$ cat config.mk
export PLATFORM = sky130hd
export DESIGN_NAME = planar_rle24_pixel_decoder
export DESIGN_NICKNAME = d
export VERILOG_FILES = /design/src/rtl/core/prl_pkg.sv /design/src/rtl/core/planar_rle24_pixel_decoder.sv /design/src/rtl/core/prl_front.sv /design/src/rtl/core/prl_decode.sv /design/src/rtl/core/prl_span_fifo.sv
export VERILOG_INCLUDE_DIRS = /design/src /design/src/rtl/core
export SDC_FILE = /design/constraint.sdc
export NUM_CORES = 1
export LEC_CHECK = 0
export ABC_AREA = 0
export BUFFER_PORTS_ARGS = -buffer_cell sky130_fd_sc_hd__buf_2
export CORE_UTILIZATION = 50
export DETAILED_ROUTE_END_ITERATION = 8
export GPL_ROUTABILITY_DRIVEN = 0
export HOLD_SLACK_MARGIN = 0.06
export PLACE_DENSITY_LB_ADDON = 0.15
export SLEW_MARGIN = 0
export SYNTH_ARGS = -nofsm -noshare
export SYNTH_HDL_FRONTEND = slang
export SYNTH_SLANG_ARGS = --single-unit
$ cat constraint.sdc
create_clock -name clk_i -period 12.3 [get_ports clk_i]
set_clock_uncertainty 0.15 [all_clocks]
set_input_delay 0.615 -clock clk_i [delete_from_list [all_inputs] [get_ports clk_i]]
set_output_delay 0.615 -clock clk_i [all_outputs]
set_load 0.03 [all_outputs]
$ cat src/rtl/core/planar_rle24_pixel_decoder_macros.svh
// Assertion helpers for the planar run-length decoder.
`ifndef PLANAR_RLE24_PIXEL_DECODER_MACROS_SVH
`define PLANAR_RLE24_PIXEL_DECODER_MACROS_SVH

// Same-cycle implication, checked outside reset.
`define PRL_ASSERT_IMPLIES(lbl, ante, cons, msg) \
  lbl: assert property (@(posedge clk_i) disable iff (!rst_ni) (ante) |-> (cons)) \
    else $error(msg);

// Next-cycle implication, checked outside reset.
`define PRL_ASSERT_NEXT(lbl, ante, cons, msg) \
  lbl: assert property (@(posedge clk_i) disable iff (!rst_ni) (ante) |=> (cons)) \
    else $error(msg);

`endif

$ cat src/rtl/core/prl_pkg.sv
package prl_pkg;

  // Parser modes
  localparam logic [1:0] MODE_HEADER  = 2'd0;
  localparam logic [1:0] MODE_LITERAL = 2'd1;
  localparam logic [1:0] MODE_REPEAT  = 2'd2;

  // Channel codes
  localparam logic [1:0] CH_RED  = 2'd0;
  localparam logic [1:0] CH_BLUE = 2'd2;

  localparam logic [14:0] PIXEL_COUNT_RESET = 15'd16384;
  localparam logic [7:0]  REPEAT_BIAS       = 8'd125;
  localparam logic [2:0]  PREFIX_LEN        = 3'd4;

  // Byte handed from the front stage to the decoder
  typedef struct packed {
    logic [7:0] data_byte;
    logic       restart;   // reset decoder state, no byte to decode
    logic       decode;    // run data_byte through the parser
  } prl_req_t;

  // One decoded span
  typedef struct packed {
    logic [1:0]  channel;
    logic [13:0] first_pixel;
    logic [7:0]  span_length;
    logic [7:0]  value;
    logic        plane_end;
    logic        image_done;
  } prl_span_t;

endpackage

$ cat src/rtl/core/planar_rle24_pixel_decoder.sv
// Datapath: an accepted byte is registered in the front stage, then decoded into a
// two-entry output buffer.
// Throughput: one byte per cycle unless the output stalls; a nonzero four-byte stream
// prefix is replayed through the decoder while the input is held.
// Reset: asynchronous, active low; pixel_count returns to 16384 and decoding restarts.
`include "planar_rle24_pixel_decoder_macros.svh"

module planar_rle24_pixel_decoder #(
  parameter int MAX_PIXELS = 16384
) (
  input  logic        clk_i,
  input  logic        rst_ni,
  // configuration
  input  logic        cfg_we_i,
  input  logic [14:0] cfg_wdata_i,    // pixel_count
  // compressed byte requests
  input  logic        s_axis_tvalid,
  output logic        s_axis_tready,
  input  logic [7:0]  s_axis_tdata,   // [7:0] data_byte
  input  logic [0:0]  s_axis_tuser,   // [0] start_of_stream
  // span requests
  output logic        m_axis_tvalid,
  input  logic        m_axis_tready,
  output logic [31:0] m_axis_tdata,   // [13:0] first_pixel, [21:14] span_length,
                                      // [29:22] value, [31:30] zero
  output logic [2:0]  m_axis_tuser,   // [1:0] channel, [2] image_done
  output logic        m_axis_tlast    // plane_end
);
  import prl_pkg::*;

  logic      req_valid, req_ready;
  prl_req_t  req;
  logic      span_valid, span_ready;
  prl_span_t span, out_span;

  // Prefix hold and replay
  prl_front u_front (
    .clk_i       (clk_i),
    .rst_ni      (rst_ni),
    .cfg_we_i    (cfg_we_i),
    .s_valid_i   (s_axis_tvalid),
    .s_ready_o   (s_axis_tready),
    .s_byte_i    (s_axis_tdata),
    .s_sos_i     (s_axis_tuser[0]),
    .req_valid_o (req_valid),
    .req_o       (req),
    .req_ready_i (req_ready)
  );

  // Run parser and span generator
  prl_decode #(
    .MAX_PIXELS (MAX_PIXELS)
  ) u_decode (
    .clk_i        (clk_i),
    .rst_ni       (rst_ni),
    .cfg_we_i     (cfg_we_i),
    .cfg_wdata_i  (cfg_wdata_i),
    .req_valid_i  (req_valid),
    .req_i        (req),
    .req_ready_o  (req_ready),
    .span_valid_o (span_valid),
    .span_o       (span),
    .span_ready_i (span_ready)
  );

  // Output buffer
  prl_span_fifo u_fifo (
    .clk_i      (clk_i),
    .rst_ni     (rst_ni),
    .wr_valid_i (span_valid),
    .wr_ready_o (span_ready),
    .wr_data_i  (span),
    .rd_valid_o (m_axis_tvalid),
    .rd_ready_i (m_axis_tready),
    .rd_data_o  (out_span)
  );

  // Pack output fields
  assign m_axis_tdata = {2'b00, out_span.value, out_span.span_length, out_span.first_pixel};
  assign m_axis_tuser = {out_span.image_done, out_span.channel};
  assign m_axis_tlast = out_span.plane_end;

  `PRL_ASSERT_IMPLIES(a_done_on_blue_end, m_axis_tvalid && m_axis_tuser[2], m_axis_tlast && (m_axis_tuser[1:0] == CH_BLUE), "image_done without blue plane end")
  `PRL_ASSERT_IMPLIES(a_span_not_empty, m_axis_tvalid, m_axis_tdata[21:14] != 8'd0, "empty span")
  `PRL_ASSERT_NEXT(a_cfg_flushes_front, cfg_we_i, !req_valid, "front request survived a config write")

endmodule

$ cat src/rtl/core/prl_front.sv
module prl_front (
  input  logic               clk_i,
  input  logic               rst_ni,
  input  logic               cfg_we_i,
  input  logic               s_valid_i,
  output logic               s_ready_o,
  input  logic [7:0]         s_byte_i,
  input  logic               s_sos_i,
  output logic               req_valid_o,
  output prl_pkg::prl_req_t  req_o,
  input  logic               req_ready_i
);
  import prl_pkg::*;

  logic [7:0] prefix_q [4];
  logic [2:0] pc_q, pc_d, pc_eff;
  logic       replay_q, replay_d;
  logic [1:0] idx_q, idx_d;
  logic       req_valid_q, req_valid_d;
  prl_req_t   req_q, req_d;
  logic       adv, accept, complete, nonzero;

  // Request register advances when empty or drained
  assign adv       = !req_valid_q || req_ready_i;
  assign s_ready_o = adv && !replay_q;
  assign accept    = s_valid_i && s_ready_o;

  // Prefix position as seen by this byte
  assign pc_eff   = s_sos_i ? 3'd0 : pc_q;
  assign complete = (pc_eff == PREFIX_LEN - 3'd1);
  assign nonzero  = |(prefix_q[0] | prefix_q[1] | prefix_q[2] | s_byte_i);

  always_comb begin
    pc_d        = pc_q;
    replay_d    = replay_q;
    idx_d       = idx_q;
    req_valid_d = req_valid_q;
    req_d       = req_q;
    if (cfg_we_i) begin
      pc_d        = 3'd0;
      replay_d    = 1'b0;
      req_valid_d = 1'b0;
    end else if (adv) begin
      req_valid_d = 1'b0;
      if (replay_q) begin
        // replay held prefix bytes one per cycle while the request register advances
        req_valid_d = 1'b1;
        req_d       = '{data_byte: prefix_q[idx_q], restart: 1'b0, decode: 1'b1};
        idx_d       = idx_q + 2'd1;
        if (idx_q == 2'd3) begin
          replay_d = 1'b0;
        end
      end else if (accept) begin
        req_valid_d = 1'b1;
        if (pc_eff[2]) begin
          req_d = '{data_byte: s_byte_i, restart: 1'b0, decode: 1'b1};
        end else begin
          pc_d = pc_eff + 3'd1;
          if (complete && nonzero) begin
            req_d    = '{data_byte: prefix_q[0], restart: 1'b0, decode: 1'b1};
            replay_d = 1'b1;
            idx_d    = 2'd1;
          end else begin
            req_d = '{data_byte: s_byte_i, restart: s_sos_i, decode: 1'b0};
          end
        end
      end
    end
  end

  always_ff @(posedge clk_i or negedge rst_ni) begin
    if (!rst_ni) begin
      pc_q        <= 3'd0;
      replay_q    <= 1'b0;
      idx_q       <= 2'd0;
      req_valid_q <= 1'b0;
    end else begin
      pc_q        <= pc_d;
      replay_q    <= replay_d;
      idx_q       <= idx_d;
      req_valid_q <= req_valid_d;
    end
  end

  // Payload: request data and prefix store
  always_ff @(posedge clk_i) begin
    req_q <= req_d;
    if (accept && !pc_eff[2]) begin
      prefix_q[pc_eff[1:0]] <= s_byte_i;
    end
  end

  assign req_valid_o = req_valid_q;
  assign req_o       = req_q;

endmodule

$ cat src/rtl/core/prl_decode.sv
module prl_decode #(
  parameter int MAX_PIXELS = 16384
) (
  input  logic               clk_i,
  input  logic               rst_ni,
  input  logic               cfg_we_i,
  input  logic [14:0]        cfg_wdata_i,
  input  logic               req_valid_i,
  input  prl_pkg::prl_req_t  req_i,
  output logic               req_ready_o,
  output logic               span_valid_o,
  output prl_pkg::prl_span_t span_o,
  input  logic               span_ready_i
);
  import prl_pkg::*;

  localparam int PosW = $clog2(MAX_PIXELS + 1);
  localparam int XW   = ((PosW > 14) ? PosW : 14) + 1;
  localparam logic [XW-1:0] MaxX = XW'(MAX_PIXELS);

  logic [14:0]     pixel_count_q, pixel_count_d;
  logic [1:0]      plane_q, plane_d;
  logic [PosW-1:0] pos_q, pos_d;
  logic [1:0]      mode_q, mode_d;
  logic [7:0]      lit_q, lit_d, lit_dec;
  logic [7:0]      rep_q, rep_d;
  logic            fin_q, fin_d;

  logic [XW-1:0] cnt_x, cfg_x, eff_x, eff_cfg_x, pos_x, rep_x, room_x, len_x, sum_x;
  logic          fire, emit, span_end;
  logic [7:0]    val;

  // Saturate the pixel count to the configured maximum
  assign cnt_x     = XW'(pixel_count_q);
  assign cfg_x     = XW'(cfg_wdata_i);
  assign eff_x     = (cnt_x > MaxX) ? MaxX : cnt_x;
  assign eff_cfg_x = (cfg_x > MaxX) ? MaxX : cfg_x;
  assign pos_x     = XW'(pos_q);
  assign rep_x     = XW'(rep_q);
  assign room_x    = eff_x - pos_x;
  assign lit_dec   = lit_q - 8'd1;

  assign fire        = req_valid_i && span_ready_i;
  assign req_ready_o = span_ready_i;

  always_comb begin
    pixel_count_d = pixel_count_q;
    plane_d       = plane_q;
    pos_d         = pos_q;
    mode_d        = mode_q;
    lit_d         = lit_q;
    rep_d         = rep_q;
    fin_d         = fin_q;
    emit          = 1'b0;
    len_x         = '0;
    val           = req_i.data_byte;
    sum_x         = pos_x;
    span_end      = 1'b0;

    if (cfg_we_i) begin
      // new count, fresh stream
      pixel_count_d = cfg_wdata_i;
      plane_d       = CH_RED;
      pos_d         = '0;
      mode_d        = MODE_HEADER;
      lit_d         = 8'd0;
      rep_d         = 8'd0;
      fin_d         = (eff_cfg_x == '0);
    end else if (fire && req_i.restart) begin
      plane_d = CH_RED;
      pos_d   = '0;
      mode_d  = MODE_HEADER;
      lit_d   = 8'd0;
      rep_d   = 8'd0;
      fin_d   = (eff_x == '0);
    end else if (fire && req_i.decode && !fin_q) begin
      // parse one byte
      unique case (mode_q)
        MODE_LITERAL: begin
          lit_d  = lit_dec;
          mode_d = (lit_dec == 8'd0) ? MODE_HEADER : MODE_LITERAL;
          emit   = 1'b1;
          len_x  = XW'(1);
        end
        MODE_REPEAT: begin
          mode_d = MODE_HEADER;
          emit   = 1'b1;
          len_x  = (rep_x < room_x) ? rep_x : room_x;
        end
        default: begin
          if (!req_i.data_byte[7]) begin
            lit_d  = req_i.data_byte + 8'd1;
            mode_d = MODE_LITERAL;
          end else begin
            rep_d  = req_i.data_byte - REPEAT_BIAS;
            mode_d = MODE_REPEAT;
          end
        end
      endcase

      // span bookkeeping, cut at plane end
      if (emit) begin
        sum_x    = pos_x + len_x;
        span_end = (sum_x >= eff_x);
        pos_d    = PosW'(sum_x);
        if (span_end) begin
          pos_d  = '0;
          mode_d = MODE_HEADER;
          lit_d  = 8'd0;
          if (plane_q == CH_BLUE) begin
            plane_d = CH_RED;
            fin_d   = 1'b1;
          end else begin
            plane_d = plane_q + 2'd1;
          end
        end
      end
    end
  end

  assign span_valid_o       = emit;
  assign span_o.channel     = plane_q;
  assign span_o.first_pixel = pos_x[13:0];
  assign span_o.span_length = len_x[7:0];
  assign span_o.value       = val;
  assign span_o.plane_end   = span_end;
  assign span_o.image_done  = span_end && (plane_q == CH_BLUE);

  always_ff @(posedge clk_i or negedge rst_ni) begin
    if (!rst_ni) begin
      pixel_count_q <= PIXEL_COUNT_RESET;
      plane_q       <= CH_RED;
      pos_q         <= '0;
      mode_q        <= MODE_HEADER;
      lit_q         <= 8'd0;
      rep_q         <= 8'd0;
      fin_q         <= 1'b0;
    end else begin
      pixel_count_q <= pixel_count_d;
      plane_q       <= plane_d;
      pos_q         <= pos_d;
      mode_q        <= mode_d;
      lit_q         <= lit_d;
      rep_q         <= rep_d;
      fin_q         <= fin_d;
    end
  end

endmodule

$ cat src/rtl/core/prl_span_fifo.sv
module prl_span_fifo (
  input  logic               clk_i,
  input  logic               rst_ni,
  input  logic               wr_valid_i,
  output logic               wr_ready_o,
  input  prl_pkg::prl_span_t wr_data_i,
  output logic               rd_valid_o,
  input  logic               rd_ready_i,
  output prl_pkg::prl_span_t rd_data_o
);
  import prl_pkg::*;

  prl_span_t  mem_q [2];
  logic       wr_ptr_q, rd_ptr_q;
  logic [1:0] cnt_q;
  logic       push, pop;

  // Two-entry skid between decoder and output port
  assign wr_ready_o = (cnt_q != 2'd2);
  assign rd_valid_o = (cnt_q != 2'd0);
  assign push       = wr_valid_i && wr_ready_o;
  assign pop        = rd_valid_o && rd_ready_i;
  assign rd_data_o  = mem_q[rd_ptr_q];

  always_ff @(posedge clk_i or negedge rst_ni) begin
    if (!rst_ni) begin
      wr_ptr_q <= 1'b0;
      rd_ptr_q <= 1'b0;
      cnt_q    <= 2'd0;
    end else begin
      if (push) begin
        wr_ptr_q <= !wr_ptr_q;
      end
      if (pop) begin
        rd_ptr_q <= !rd_ptr_q;
      end
      cnt_q <= cnt_q + {1'b0, push} - {1'b0, pop};
    end
  end

  always_ff @(posedge clk_i) begin
    if (push) begin
      mem_q[wr_ptr_q] <= wr_data_i;
    end
  end

endmodule
# Word level (Yosys, flattened, before mapping)
# Memories as Yosys holds them, arrays and structs flattened.
# Index checks and enable logic that the tools add are counted.
[totals]
mem_bits_rw = 100
memories = 2
input_bits = 29
out_inout_bits = 38
latchBits = 0
romBits = 0
register_bits = 72
[op_classes]
div = 0
n_reduce_logical = 40
bitwise = 4
magnitude_cmp = 4
mux = 87
multipliers = 0
n_addsub = 10
shifts = 0
eq_ne = 10
[memory_table]
columns = ["memory", "depth", "width", "rd", "rd_ports_with_merged_regs", "write_ports", "line", "rtl"]
rows = [
  ["u_fifo.mem_q", 2, 34, 1, 0, 1, "prl_span_fifo.sv:13", "prl_span_t mem_q [2];"],
  ["u_front.prefix_q", 4, 8, 4, 0, 1, "prl_front.sv:15", "logic [7:0] prefix_q [4];"],
]
[op_table]
columns = ["op", "count"]
rows = [
  ["$mux W8", 14],
  ["$mux W15", 7],
  ["$mux W16", 4],
  ["$mux W10", 4],
  ["$mux W1", 33],
  ["$logic_not A16 Y1", 2],
  ["$mux W2", 16],
  ["$pmux W16 S2", 1],
  ["$gt A15 B15 Y1 const B", 2],
  ["$or A8 B8 Y8", 3],
  ["$mux W3", 6],
  ["$add A15 B16 Y16", 1],
  ["$ge A16 B16 Y1", 1],
  ["$lt A8 B16 Y1", 1],
  ["$pmux W8 S2", 1],
  ["$sub A16 B15 Y16", 1],
  ["$reduce_bool A3 Y1", 5],
  ["$logic_and A1 B1 Y1", 11],
  ["$reduce_bool A2 Y1", 5],
  ["$reduce_and A3 Y1", 3],
  ["$add A8 B1 Y8 const B", 1],
  ["$logic_not A8 Y1", 1],
  ["$ne A2 B2 Y1 const B", 4],
  ["$reduce_and A4 Y1", 2],
  ["18 further kinds", 26],
]

# Longest topological paths before layout
[logic_depth]
ltp_word = 16
ltp_mapped = 47
ltp_nobuf = 44

# By module
# A second synthesis with hierarchy kept.
[unflattened]
cells_unflattened = 930
hier_area_um2 = 10346.2
[by_module_without_submodules]
columns = ["mod", "area_each_um2", "seq_area_each_um2", "cells_each", "instances"]
rows = [
  ["prl_decode", 5435.2, 1277.5, 664, 1],
  ["prl_span_fifo", 2678.8, 2142.1, 128, 1],
  ["prl_front", 2213.4, 1436.4, 135, 1],
  ["planar_rle24_pixel_decoder", 18.8, 0.0, 3, 1],
]

# Worst setup path after synthesis
# No wires, ideal clock.
[synth_timing]
path_type = "register -> register"
start = "register u_decode.pixel_count_q[14]"
end = "register u_decode.pos_q[4]"
setup_ns = 0.066
synth_period_minus_slack_ns = 8.482
setup_slack_ns = 3.818
arrival_time_ns = 8.266
path_stages_with_launch = 47
path_cell_list = "dfstp_2 -> inv_1 -> clkbuf_1 -> nand2_1 -> ha_1 -> inv_1 -> fa_1 -> a21o_1 -> a21oi_1 -> xnor2_1 -> inv_1 -> ha_1 -> o2111ai_1 -> a21oi_1 -> o22ai_1 -> a211oi_1 -> nand2_1 -> or4_4 -> (+11 left out) -> nand3_1 -> mux2i_1 -> nor3_1 -> nor4b_4 -> o21a_1 -> or3_1 -> and2_1 -> ha_1 -> a21o_1 -> a21o_1 -> a221o_1 -> a31oi_1 -> o211ai_1 -> a211o_1 -> and2_1 -> nor3_4 -> buf_4 -> a22o_1"
[synth_between]
elab_chain_cells = 16
[synth_rtl]
columns = ["item", "line", "rtl"]
rows = [
  ["from (decl)", "prl_decode.sv:21", "logic [14:0] pixel_count_q, pixel_count_d;"],
  ["from (signal assigned)", "prl_decode.sv:139", "pixel_count_q <= pixel_count_d;"],
  ["$gt A15 B15 Y1", "prl_decode.sv:36", "assign eff_x = (cnt_x > MaxX) ? MaxX : cnt_x;"],
  ["$mux W15 (*)", "prl_decode.sv:36", ""],
  ["$sub A16 B15 Y16", "prl_decode.sv:40", "assign room_x = eff_x - pos_x;"],
  ["$lt A8 B16 Y1", "prl_decode.sv:88", "len_x = (rep_x < room_x) ? rep_x : room_x;"],
  ["$mux W16", "prl_decode.sv:88", ""],
  ["$pmux W16 S2", "prl_decode.sv:78", "unique case (mode_q)"],
  ["$mux W16", "prl_decode.sv:76", "end else if (fire && req_i.decode && !fin_q) begin"],
  ["$mux W16", "prl_decode.sv:69", "end else if (fire && req_i.restart) begin"],
  ["$mux W16", "prl_decode.sv:60", "if (cfg_we_i) begin"],
  ["$add A15 B16 Y16", "prl_decode.sv:103", "sum_x = pos_x + len_x;"],
  ["$ge A16 B16 Y1", "prl_decode.sv:104", "span_end = (sum_x >= eff_x);"],
  ["$mux W15 (*)", "prl_decode.sv:106", "if (span_end) begin"],
  ["$mux W15 (*)", "prl_decode.sv:102", "if (emit) begin"],
  ["$mux W15 (*)", "prl_decode.sv:76", ""],
  ["$mux W15 (*)", "prl_decode.sv:69", ""],
  ["$mux W15 (*)", "prl_decode.sv:60", ""],
  ["to (signal assigned)", "prl_decode.sv:141", "pos_q <= pos_d;"],
  ["to (decl)", "prl_decode.sv:23", "logic [PosW-1:0] pos_q, pos_d;"],
]
# Every way passes the cells marked *; elsewhere a longest branch is shown, timed or not. The select of a mux whose other input is x is not followed.
# A chain may end at the register's enable or synchronous reset.

# Final worst setup path
[layout_timing]
start = "register u_decode.pixel_count_q[14]"
end = "register u_decode.pos_q[10]"
# The elaborated chain is that of the path after synthesis.

==> metrics.yaml <==
timing:
  max_slew_margin: 0.325
  worst_slew_pin_slew_ns: 1.01
  drv_slew: 0
  max_freq_mhz: 105
  rsz0062_at_grt: "false"
  hold_viol_final: 0
  min_period_ns: 9.55
  setup_violations: 0
  period_share: 0.777
  finalSetupTns_ns: 0
synthesis:
  synth_area_leader_cell: "edfxtp_1"
  synth_commonest_cells: "edfxtp_1, ha_1, dfrtp_1, nand2_1, inv_1"
  synth_area_sq_um: 9920
  netlist_instances: 868
  avgSynthCellArea_sq_um: 11.4
  ys_ff_latch: 172
  async_reset_ff_frac: 0.360
  synth_edf_count: 110
  synth.top_cell.area_share: 0.333
  synth.most_common_cell: "edfxtp_1"
  synth_cell_types: 81
  yosysWarnings: 0
  ys_seq_area_frac: 0.489
  ys.flop_type: "edfxtp_1"
  synth.area.top_cells: "edfxtp_1, dfrtp_1, ha_1"
placement:
  portBuffers: 64
  placed_area_sq_um: 10500
  dp_cells: 1175
  dp_hpwl_mm: 15.6
setup_path:
  critPathSlowestCell: "or4_4"
  crit_path_end_kind: "flip-flop"
  worstSetupPathType: "flip-flop to flip-flop"
  crit_path_start_kind: "flip-flop"
  worstPathMaxFanout: 15
  max_stage_delay_ns: 0.62
  cp.arrival_ns: 9.77
  required_ns: 12.52
final_layout:
  area_growth_pct: 11.5
  post-route-cell-area_sq_um: 11100
  nets: 1023
  drive_gt1_frac: 0.197
  stdcell_count: 1207
  n_antenna_cell: 0
  final_util: 0.569
clock_network:
  cts_hold_buf: 0
  cts_buffer_depth: 2
  clk_pin_slew_worst_paths_ns: 0.08
  cts_made_buffers: 17
  cts_tree: "done"
  worst_skew_pair.late_latency_ns: 0.43
  cts.repair.resized: 0
  root_buffer: "clkbuf_16"
  cts_sinks: 172
  post_cts_buffers: 0
  htreeDepth: 4
route:
  wl_mm: 21.4
  vias: 6872
  routedWlPerCell_microns: 17.7
  first_iter_violations: 568
  via_per_inst: 5.69
  ant_nets: 0
  drc_errors: 0
  firstDrtPassIters: 5
die:
  rows: 51
  io_pins: 67
  start_util: 0.510
  die_h_microns: 143
  dieArea_sq_um: 20400
  fp.dieW_microns: 143
  core_area_sq_um: 19500
worst_hold_path:
  hp-class: "input port to async pin"
global_routing:
  grt_pass1_wl_mm: 34.4
  grt_overflow: 0
  track_usage: 0.222
  grt_pass1_vias: 6532
  antenna_found_initial: 0
  grt_max_degree: 63
power_and_ir_drop:
  p_leak_nw: 4.58
  cellPowerDensity_nw_per_um2: 146
  peakVddDrop_v: 0.000117
run_status:
  status: "complete, no violations"
job:
  cap_violations: 0
## worst max-delay path, delay by kind of cell (launching register included)
kind | cells | cell delay, ns
and+or+nand+nor | 14 | 3.38
muxes | 1 | 0.10
AOI/OAI and AO/OA | 16 | 3.01
adders and majority gates | 6 | 1.64
DFF | 1 | 0.57
buffers and inverters | 4 | 0.42
xor gates and xnor gates | 1 | 0.22
## report_power, final
part / internal, W / switching [W]
sequential: 0.000641 / 0.0000284
combinational: 0.000165 / 0.000258
clock: 0.000269 / 0.000255
## per-layer routing
| metal | vias up | wire length [microns] | track usage |
|---|---|---|---|
| met3 | 26 | 891 | 0.0322 |
| li1 | 3353 | - | - |
| met2 | 181 | 9300 | 0.335 |
| met4 | 0 | 358 | 0.0764 |
| met5 | - | 0 | 0 |
| met1 | 3312 | 10900 | 0.327 |
## kinds of logic after synthesis
group                    share of synthesized area
other                                     0.000378
XOR/XNOR                                    0.0369
AND/OR/NAND/NOR                              0.115
AO/OA/AOI/OAI                                0.142
adder cells (fa/ha/maj)                     0.0845
flip-flops                                   0.489
buffers and inverters                       0.0363
multiplexers                                0.0947
## worst paths after layout
kind                                             from                         end  slack (ns)  depth (start not counted)
setup / recovery           u_decode.pixel_count_q[14]          u_decode.pos_q[10]        2.75                         42
hold / removal                                 rst_ni           u_decode.lit_q[5]        0.22                          2
setup reg to reg           u_decode.pixel_count_q[14]          u_decode.pos_q[10]        2.75                         42
hold reg to reg                       u_fifo.rd_ptr_q             u_fifo.rd_ptr_q        0.32                          1
max in group asynchronous                      rst_ni   u_decode.pixel_count_q[0]       11.23                          2
min in group clk_i                    cfg_wdata_i[14]  u_decode.pixel_count_q[14]        0.27                          3
## layout make-up
type,count,area (sq um)
clock buffers,17,425
repair buffers,68,350
multi-input cells,614,4740
clock inverters,15,151
fillers,1693,8400
flip-flops and latches,172,4860
inverters,56,210
well taps,265,332
## per-stage QoR
stage               hold WS [ns]  total power (W)  setup slack, ns
detailed placement         0.315          0.00110             2.88
global route               0.272          0.00169             2.15
finish                     0.217          0.00162             2.75
CTS                        0.240          0.00163             2.84
floorplan                  0.169         0.000997             3.82
global placement           0.307          0.00110             3.01
## flip-flops by register name, summed over array words and instances, names as in the netlist, 3 cells and up
register and cells:
u_decode.rep_q 8, u_fifo.mem_q 68, u_front.req_o 10, u_decode.lit_q 8, u_decode.pos_q 15, u_decode.pixel_count_q 15, u_front.prefix_q 32, u_front.pc_q 3
## cells in the final DEF, fill, tap and decap left out, types with 10 or more instances in the layout
| cell type | count |
|---|---|
| a21o_1 | 14 |
| nor3_1 | 15 |
| nand2_1 | 60 |
| xnor2_1 | 26 |
| mux2_2 | 51 |
| o21ai_0 | 31 |
| a21oi_1 | 49 |
| ha_1 | 63 |
| and2_1 | 13 |
| mux2i_1 | 17 |
| edfxtp_1 | 110 |
| clkbuf_16 | 17 |
| xor2_1 | 14 |
| nand3_1 | 15 |
| buf_2 | 64 |
| nor4_1 | 16 |
| nor2_1 | 46 |
| dfrtp_1 | 61 |
| a22o_1 | 20 |
| inv_1 | 56 |
| o21a_1 | 10 |
No activity file was read; power rests on OpenSTA's default activity.
